==> src/rtl/bnaf_pkg.sv <==
// Shared constants and controller/datapath interface types for the attractor fitness block.
`timescale 1ns / 1ps
package bnaf_pkg;

  localparam int NUM_GENES_DEF = 5;
  localparam int IN_TABLES     = 5;
  localparam int IN_W          = 32;
  localparam int MAX_TBL_W     = 64;
  localparam int PROD_W        = 26;
  localparam int LEN_W         = 6;
  localparam int CFG_W         = 5;
  localparam int CFG_IDX_W     = 2;

  localparam logic [CFG_IDX_W-1:0] CFG_TGT_ANT  = 2'd0;
  localparam logic [CFG_IDX_W-1:0] CFG_TGT_POST = 2'd1;
  localparam logic [CFG_IDX_W-1:0] CFG_ST_ANT   = 2'd2;
  localparam logic [CFG_IDX_W-1:0] CFG_ST_POST  = 2'd3;

  localparam logic [CFG_W-1:0] TGT_ANT_RST  = 5'd21;
  localparam logic [CFG_W-1:0] TGT_POST_RST = 5'd10;
  localparam logic [CFG_W-1:0] ST_ANT_RST   = 5'd16;
  localparam logic [CFG_W-1:0] ST_POST_RST  = 5'd0;

  localparam logic CTX_ANT  = 1'b0;
  localparam logic CTX_POST = 1'b1;

  typedef struct packed {
    logic ctx;
    logic load_item;
    logic start_post;
    logic step_trans;
    logic step_walk;
    logic step_mul;
    logic save_ant;
    logic load_out;
  } bnaf_cmd_t;

  typedef struct packed {
    logic revisit;
    logic cyc_seen;
    logic mul_last;
  } bnaf_sts_t;

endpackage

==> src/rtl/bnaf_dp.sv <==
// Datapath: configuration, genome tables, network state, visit maps, counters and products.
`timescale 1ns / 1ps
module bnaf_dp #(
  parameter int NUM_GENES = bnaf_pkg::NUM_GENES_DEF
) (
  input  logic                             clk,
  input  logic                             rst_n,
  input  logic                             cfg_we,
  input  logic [bnaf_pkg::CFG_IDX_W-1:0]   cfg_idx,
  input  logic [bnaf_pkg::CFG_W-1:0]       cfg_data,
  input  logic [bnaf_pkg::IN_W-1:0]        in_tables [bnaf_pkg::IN_TABLES],
  input  bnaf_pkg::bnaf_cmd_t              cmd,
  output bnaf_pkg::bnaf_sts_t              sts,
  output logic [bnaf_pkg::PROD_W-1:0]      ant_prod,
  output logic [bnaf_pkg::LEN_W-1:0]       ant_len,
  output logic [bnaf_pkg::PROD_W-1:0]      post_prod,
  output logic [bnaf_pkg::LEN_W-1:0]       post_len,
  output logic                             perfect
);
  import bnaf_pkg::*;

  localparam int TBL_W  = 1 << NUM_GENES;
  localparam int CNT_W  = NUM_GENES + 1;
  localparam int GIDX_W = $clog2(NUM_GENES);

  logic [CFG_W-1:0]       tgt_ant_r, tgt_post_r, st_ant_r, st_post_r;
  logic [TBL_W-1:0]       tbl_r [NUM_GENES];
  logic [TBL_W-1:0]       tbl_load [NUM_GENES];
  logic [NUM_GENES-1:0]   state_r;
  logic [NUM_GENES-1:0]   nxt_state;
  logic [NUM_GENES-1:0]   rot_idx [NUM_GENES];
  logic [2*NUM_GENES-1:0] dbl_state;
  logic [TBL_W-1:0]       visit_r, cmap_r;
  logic [CNT_W-1:0]       cnt_r [NUM_GENES];
  logic [CNT_W-1:0]       len_r, ant_len_r;
  logic [GIDX_W-1:0]      gidx_r;
  logic [PROD_W-1:0]      prod_r, prod_nxt, ant_prod_r;
  logic [PROD_W+CNT_W-1:0] mul_full;
  logic [NUM_GENES-1:0]   tgt_sel, match;
  logic [NUM_GENES-1:0]   st_ant, st_post;

  // Genome tables: entries beyond the input width read as zero, entries beyond
  // the table size are dropped.
  for (genvar g = 0; g < NUM_GENES; g++) begin : g_tbl
    if (g < IN_TABLES) begin : g_in
      logic [MAX_TBL_W-1:0] ext;
      assign ext         = {(MAX_TBL_W-IN_W)'(0), in_tables[g]};
      assign tbl_load[g] = ext[TBL_W-1:0];
    end else begin : g_zero
      assign tbl_load[g] = '0;
    end
  end

  // One network step: bit N-1-i comes from table i at the state rotated left by i.
  always_comb begin
    dbl_state = {state_r, state_r};
    nxt_state = '0;
    for (int i = 0; i < NUM_GENES; i++) begin
      rot_idx[i] = dbl_state[(2*NUM_GENES-1-i) -: NUM_GENES];
      nxt_state[NUM_GENES-1-i] = tbl_r[i][rot_idx[i]];
    end
  end

  assign st_ant   = NUM_GENES'(st_ant_r);
  assign st_post  = NUM_GENES'(st_post_r);
  assign tgt_sel  = (cmd.ctx == CTX_POST) ? NUM_GENES'(tgt_post_r) : NUM_GENES'(tgt_ant_r);
  assign match    = ~(state_r ^ tgt_sel);
  assign mul_full = {(CNT_W)'(0), prod_r} * {(PROD_W)'(0), cnt_r[gidx_r]};
  assign prod_nxt = mul_full[PROD_W-1:0];

  assign sts.revisit  = visit_r[nxt_state];
  assign sts.cyc_seen = cmap_r[state_r];
  assign sts.mul_last = (gidx_r == GIDX_W'(NUM_GENES-1));

  always_ff @(posedge clk) begin
    if (!rst_n) begin
      tgt_ant_r  <= TGT_ANT_RST;
      tgt_post_r <= TGT_POST_RST;
      st_ant_r   <= ST_ANT_RST;
      st_post_r  <= ST_POST_RST;
    end else if (cfg_we) begin
      case (cfg_idx)
        CFG_TGT_ANT:  tgt_ant_r  <= cfg_data;
        CFG_TGT_POST: tgt_post_r <= cfg_data;
        CFG_ST_ANT:   st_ant_r   <= cfg_data;
        CFG_ST_POST:  st_post_r  <= cfg_data;
        default: ;
      endcase
    end
  end

  always_ff @(posedge clk) begin
    if (cmd.load_item) begin
      for (int i = 0; i < NUM_GENES; i++) begin
        tbl_r[i] <= tbl_load[i];
      end
      state_r <= st_ant;
      visit_r <= TBL_W'(1) << st_ant;
    end
    if (cmd.start_post) begin
      state_r <= st_post;
      visit_r <= TBL_W'(1) << st_post;
    end
    if (cmd.step_trans) begin
      state_r <= nxt_state;
      if (visit_r[nxt_state]) begin
        cmap_r <= '0;
        len_r  <= '0;
        for (int j = 0; j < NUM_GENES; j++) begin
          cnt_r[j] <= '0;
        end
      end else begin
        visit_r[nxt_state] <= 1'b1;
      end
    end
    if (cmd.step_walk) begin
      if (cmap_r[state_r]) begin
        prod_r <= PROD_W'(1);
        gidx_r <= '0;
      end else begin
        cmap_r[state_r] <= 1'b1;
        len_r           <= len_r + 1'b1;
        for (int j = 0; j < NUM_GENES; j++) begin
          cnt_r[j] <= cnt_r[j] + CNT_W'(match[j]);
        end
        state_r <= nxt_state;
      end
    end
    if (cmd.step_mul) begin
      prod_r <= prod_nxt;
      gidx_r <= gidx_r + 1'b1;
    end
    if (cmd.save_ant) begin
      ant_prod_r <= prod_nxt;
      ant_len_r  <= len_r;
    end
    if (cmd.load_out) begin
      ant_prod  <= ant_prod_r;
      ant_len   <= LEN_W'(ant_len_r);
      post_prod <= prod_r;
      post_len  <= LEN_W'(len_r);
      perfect   <= (ant_len_r == CNT_W'(1)) && (ant_prod_r == PROD_W'(1)) &&
                   (len_r == CNT_W'(1)) && (prod_r == PROD_W'(1));
    end
  end

endmodule

==> src/rtl/bnaf_ctrl.sv <==
// Controller state machine sequencing the two network runs and the result handoff.
`timescale 1ns / 1ps
module bnaf_ctrl (
  input  logic                clk,
  input  logic                rst_n,
  input  logic                in_valid,
  output logic                in_stall,
  output logic                out_valid,
  input  logic                out_stall,
  input  bnaf_pkg::bnaf_sts_t sts,
  output bnaf_pkg::bnaf_cmd_t cmd
);
  import bnaf_pkg::*;

  typedef enum logic [2:0] {
    S_IDLE,
    S_TRANS,
    S_WALK,
    S_MUL,
    S_FIN
  } state_t;

  state_t state_r, state_nxt;
  logic   ctx_r, ctx_nxt;
  logic   out_valid_r, out_valid_nxt;

  assign in_stall  = (state_r != S_IDLE);
  assign out_valid = out_valid_r;

  always_comb begin
    cmd           = '0;
    cmd.ctx       = ctx_r;
    state_nxt     = state_r;
    ctx_nxt       = ctx_r;
    out_valid_nxt = out_valid_r & out_stall;
    case (state_r)
      S_IDLE: begin
        if (in_valid) begin
          cmd.load_item = 1'b1;
          ctx_nxt       = CTX_ANT;
          state_nxt     = S_TRANS;
        end
      end
      S_TRANS: begin
        cmd.step_trans = 1'b1;
        if (sts.revisit) begin
          state_nxt = S_WALK;
        end
      end
      S_WALK: begin
        cmd.step_walk = 1'b1;
        if (sts.cyc_seen) begin
          state_nxt = S_MUL;
        end
      end
      S_MUL: begin
        cmd.step_mul = 1'b1;
        if (sts.mul_last) begin
          if (ctx_r == CTX_ANT) begin
            cmd.save_ant   = 1'b1;
            cmd.start_post = 1'b1;
            ctx_nxt        = CTX_POST;
            state_nxt      = S_TRANS;
          end else begin
            state_nxt = S_FIN;
          end
        end
      end
      S_FIN: begin
        if (!out_valid_r || !out_stall) begin
          cmd.load_out  = 1'b1;
          out_valid_nxt = 1'b1;
          state_nxt     = S_IDLE;
        end
      end
      default: state_nxt = S_IDLE;
    endcase
  end

  always_ff @(posedge clk) begin
    if (!rst_n) begin
      state_r     <= S_IDLE;
      ctx_r       <= CTX_ANT;
      out_valid_r <= 1'b0;
    end else begin
      state_r     <= state_nxt;
      ctx_r       <= ctx_nxt;
      out_valid_r <= out_valid_nxt;
    end
  end

endmodule

==> src/rtl/boolean_network_attractor_fitness.sv <==
// Top level of the Boolean network attractor fitness block.
// Each run steps the network from its start state until a state repeats, walks the
// cycle once to count per-gene matches against the target, and multiplies the counts;
// the anterior run is followed by the posterior run and the result handoff. The
// next-state logic is stepped once a cycle.
// One genome is processed at a time; the next is accepted once the result is handed off.
// Synchronous active-low reset clears control and loads the register reset values.
`timescale 1ns / 1ps
module boolean_network_attractor_fitness #(
  parameter int NUM_GENES = bnaf_pkg::NUM_GENES_DEF
) (
  input  logic                           clk,
  input  logic                           rst_n,
  input  logic                           cfg_we,
  input  logic [bnaf_pkg::CFG_IDX_W-1:0] cfg_idx,
  input  logic [bnaf_pkg::CFG_W-1:0]     cfg_data,
  input  logic                           in_valid,
  output logic                           in_stall,
  input  logic [bnaf_pkg::IN_W-1:0]      in_gene0_table,
  input  logic [bnaf_pkg::IN_W-1:0]      in_gene1_table,
  input  logic [bnaf_pkg::IN_W-1:0]      in_gene2_table,
  input  logic [bnaf_pkg::IN_W-1:0]      in_gene3_table,
  input  logic [bnaf_pkg::IN_W-1:0]      in_gene4_table,
  output logic                           out_valid,
  input  logic                           out_stall,
  output logic [bnaf_pkg::PROD_W-1:0]    out_anterior_match_product,
  output logic [bnaf_pkg::LEN_W-1:0]     out_anterior_cycle_length,
  output logic [bnaf_pkg::PROD_W-1:0]    out_posterior_match_product,
  output logic [bnaf_pkg::LEN_W-1:0]     out_posterior_cycle_length,
  output logic                           out_perfect_fit
);
  import bnaf_pkg::*;

  // The genome enters as one transaction and is held in the datapath for both runs.
  logic [IN_W-1:0] in_tables [IN_TABLES];
  bnaf_cmd_t       cmd;
  bnaf_sts_t       sts;

  assign in_tables[0] = in_gene0_table;
  assign in_tables[1] = in_gene1_table;
  assign in_tables[2] = in_gene2_table;
  assign in_tables[3] = in_gene3_table;
  assign in_tables[4] = in_gene4_table;

  // The controller walks transient search, cycle walk and product for the anterior
  // context, then the posterior context, then hands the result to the output register.
  // A finished result waits there while a new transaction is already being processed.
  bnaf_ctrl u_ctrl (
    .clk       (clk),
    .rst_n     (rst_n),
    .in_valid  (in_valid),
    .in_stall  (in_stall),
    .out_valid (out_valid),
    .out_stall (out_stall),
    .sts       (sts),
    .cmd       (cmd)
  );

  // The datapath holds the configuration registers, the tables, the visit maps and
  // the per-bit match counters, and multiplies the counts one gene per cycle.
  bnaf_dp #(
    .NUM_GENES (NUM_GENES)
  ) u_dp (
    .clk       (clk),
    .rst_n     (rst_n),
    .cfg_we    (cfg_we),
    .cfg_idx   (cfg_idx),
    .cfg_data  (cfg_data),
    .in_tables (in_tables),
    .cmd       (cmd),
    .sts       (sts),
    .ant_prod  (out_anterior_match_product),
    .ant_len   (out_anterior_cycle_length),
    .post_prod (out_posterior_match_product),
    .post_len  (out_posterior_cycle_length),
    .perfect   (out_perfect_fit)
  );

endmodule
==> config.mk <==
export PLATFORM = sky130hd
export DESIGN_NAME = boolean_network_attractor_fitness
export DESIGN_NICKNAME = d
export VERILOG_FILES = /design/src/rtl/bnaf_pkg.sv /design/src/rtl/bnaf_dp.sv /design/src/rtl/bnaf_ctrl.sv /design/src/rtl/boolean_network_attractor_fitness.sv
export SDC_FILE = /design/constraint.sdc
export NUM_CORES = 1
export LEC_CHECK = 0
export BUFFER_PORTS_ARGS = -buffer_cell sky130_fd_sc_hd__clkbuf_2
export CAP_MARGIN = 20
export CORE_ASPECT_RATIO = 1.25
export CORE_UTILIZATION = 50
export DETAILED_ROUTE_END_ITERATION = 8
export PLACE_DENSITY = 0.7
export RECOVER_POWER = 50
export SKIP_CTS_REPAIR_TIMING = 1
export SYNTH_ARGS = -nofsm -noshare
export SYNTH_HDL_FRONTEND = slang
export SYNTH_SLANG_ARGS = --single-unit
export TNS_END_PERCENT = 1
==> constraint.sdc <==
create_clock -name clk -period 13.8 [get_ports clk]
set_input_delay 0.69 -clock clk [delete_from_list [all_inputs] [get_ports clk]]
set_output_delay 0.69 -clock clk [all_outputs]
set_load 0.05 [all_outputs]
==> metrics <==
GRT Util Overall 22.7%; Final Max Tran Viols 96; FMAX 0.140 GHz; HPWL after DPL 35.7 mm; Clk pin slew, worst setup/hold paths 70 ps; Unique masters post-synth 74; clk buf depth 3; Synth Instances 1704; hold_sp in_gene0_table[26]; vias in the first global route 14600; worst r2r path cells 19; largest net degree at the start of global routing 114; Worst Path Max Fanout 26; Max-slew headroom -116%; row cnt 84; Crit path buffers/inverters 3; placed insts 2438; Async SR Flop Fraction 0%; fraction of layout cells with a size suffix above 1 16.6%; FF+latch count, synth 419; Clock Latency Late Sink 580 ps; drt wl/cell 19.8 um; post-route clock period utilization 51.7%; setup violators final 0; die area 44200 um^2; NumNets Final 2222; CTS buffer count 41; post-synthesis sequential area ratio 53.3%; WP data arrival 7480 ps; hold depth 1; drt drc 0; CP most frequent cell fa_1; yosys warns 0; Slowest-stage cell, CP a2111oi_0; PwrDens 234 nW/um^2; GRT overflow 0; Placer Congestion 0.900; Critical Path End Type flip-flop; vias per inst 5.63; Initial Util 51.1%; die span in y 235 um; Die W 188 um; RSZ-0062 raised after global routing false; CP Launch Type flip-flop; Hold WS 278 ps; Hold EP u_dp.tbl_r[0][26]; Reg2Reg Setup Slack 6660 ps; Final Skew 24.8 ps; worst hold path class input port to flip-flop; Max IR drop VDD 0.169 mV; prevailing post-synth register cell edfxtp_1; max-cap violations 2; DR iter-0 viols 911; Port Buffer Count 238; io pins 239; crit-path max cell delay 890 ps; Slew @ Worst Pin 3250 ps; worst-path cell chain mux4_2 -> mux2i_2 -> clkbuf_1 -> nor2b_1 -> fa_1 -> inv_1 -> fa_1 -> fa_1 -> inv_1 -> ha_1 -> a21o_1 -> a21oi_1 -> o21bai_1 -> a2111oi_0 -> o21ai_0 -> a41oi_1 -> o41ai_1 -> xnor2_1 -> and2_1; Area growth syn-to-layout 13.5%; n_diodes 0; Setup TNS 0 ps; DRT Pass-1 Iters 5; reg2reg end u_dp.prod_r[25]; H-tree levels 2; final hold vios 0; Tmin final 7140 ps; status finished with violations; worst path required time 14140 ps; failing checks capacitance limit, slew limit; total core area 42400 um^2; CTS sink count 419; Total Wirelength 49.9 mm; Clock Root Buffer clkbuf_16; Top delay family on crit path compound AO/OA/AOI/OAI gates; syn_area_per_cell 12.7 um^2; first-pass GRT wire length 78.3 mm; Synth Cell Area 21700 um^2; P_leak 9.43 nW; via count 14200; initial antenna violation count 0; final non-filler cell total 2514; CTS tree yes; path type of the worst setup path flip-flop to flip-flop; net count after synthesis 2003; DRT antenna net count 0; Post-synth EDFFs 316
## per-stage QoR
step / cell area [um^2] / total power (W) / setup WS, ps / util, %
global placement: 23400 / 0.00459 / 7380 / 55.1
CTS: 24700 / 0.00578 / 7330 / 58.3
detailed placement: 23400 / 0.00467 / 7370 / 55.2
global route: 24600 / 0.00615 / 6250 / 58.0
floorplan: 21700 / 0.00401 / 7510 / -
finish: 24600 / 0.00575 / 6660 / 58.0
## sequential cells by signal, summed over array words and instances (netlist names), 26 cells and up, named ones only
| name | cells |
|---|---|
| u_dp.cmap_r | 32 |
| u_dp.cnt_r | 30 |
| u_dp.post_prod | 26 |
| u_dp.ant_prod | 26 |
| u_dp.ant_prod_r | 26 |
| u_dp.tbl_r | 160 |
| u_dp.visit_r | 32 |
| u_dp.prod_r | 26 |
## cell families (layout without fill, tap and decap cells)
family	after synthesis	after routing	share of synthesized area [%]
compound gates	260	260	8.90
xor+xnor	57	57	2.31
fa+ha+maj	127	127	10.3
buf+inv	210	461	4.07
flops	419	419	53.3
mux	110	110	7.85
simple gates	521	521	13.2
## cell type report
class / count / area, um^2
Fill cell: 3432 / 17800
Timing Repair Buffer: 264 / 1270
Inverter: 122 / 463
Clock buffer: 53 / 1090
Multi-Input combinational cell: 1075 / 9260
Sequential cell: 419 / 11600
Tap cell: 559 / 699
Clock inverter: 22 / 230
## metal layers
layer | track usage (%) | up-vias | share of wire (%)
li1 | - | 6617 | -
met5 | 0 | - | 0
met1 | 26.5 | 6962 | 39
met4 | 10.0 | 0 | 3.7
met2 | 41.0 | 465 | 52
met3 | 3.55 | 110 | 5.4
## worst max-delay path by stage
stage                     cells past startpoint              start          endpoint
after floorplan                               9  u_ctrl.state_r[2]  u_dp.visit_r[18]
after global placement                       19          flip-flop   u_dp.prod_r[25]
after detailed placement                     19          flip-flop   u_dp.prod_r[25]
after CTS                                    19          flip-flop   u_dp.prod_r[25]
after global routing                         19          flip-flop   u_dp.prod_r[25]
final                                        19          flip-flop   u_dp.prod_r[25]
## layout by cell type (no fill, tap or decap), drive strengths merged, types with 6 or more instances in the layout
| master | count |
|---|---|
| o31ai | 17 |
| edfxtp | 316 |
| xnor2 | 36 |
| nor2b | 149 |
| nor2 | 80 |
| o21ai | 23 |
| mux4 | 47 |
| nand3b | 6 |
| or3 | 6 |
| nor3 | 28 |
| nor4 | 18 |
| nand2b | 26 |
| and2 | 35 |
| mux2i | 54 |
| dfxtp | 103 |
| mux2 | 9 |
| a32o | 8 |
| clkbuf | 296 |
| nand4 | 13 |
| nor3b | 11 |
| nand3 | 42 |
| fa | 85 |
| a21o | 15 |
| a31oi | 25 |
| a22oi | 7 |
| inv | 124 |
| o41ai | 17 |
| ha | 42 |
| nand2 | 71 |
| and3 | 21 |
| buf | 21 |
| a21oi | 73 |
| clkinv | 16 |
| xor2 | 21 |
| a22o | 26 |
## report_power, final
part | leakage [nW] | switching (W) | internal, W
Sequential | 3.82 | 0.000144 | 0.00171
Combinational | 4.96 | 0.00174 | 0.00106
Clock | 0.643 | 0.000481 | 0.000622
Total | 9.43 | 0.00236 | 0.00339
## synthesized netlist by cell type (all sizes together), types with 3 or more instances
cell	n	area, um^2
a211o	3	26.3
a211oi	3	22.5
a21o	15	113
a21oi	73	365
a221oi	3	26.3
a22o	26	228
a22oi	7	52.6
a31oi	25	156
a32o	8	80.1
a41oi	4	35.0
and2	35	219
and3	21	131
and3b	5	43.8
buf	33	218
clkbuf	55	206
dfxtp	103	2060
edfxtp	316	9490
fa	85	1700
ha	42	526
inv	122	458
mux2	9	101
mux2i	54	541
mux4	47	1060
nand2	71	267
nand2b	26	163
nand3	42	210
nand3b	6	45.0
nand4	13	81.3
nor2	80	300
nor2b	149	932
nor3	28	145
nor3b	11	82.6
nor4	18	113
nor4b	4	35.0
o211ai	3	22.5
o21a	4	30.0
o21ai	23	115
o21bai	5	37.5
o31ai	17	128
o41ai	17	254
or3	6	37.5
xnor2	36	315
xor2	21	184
(Power assumes the default switching activity.)
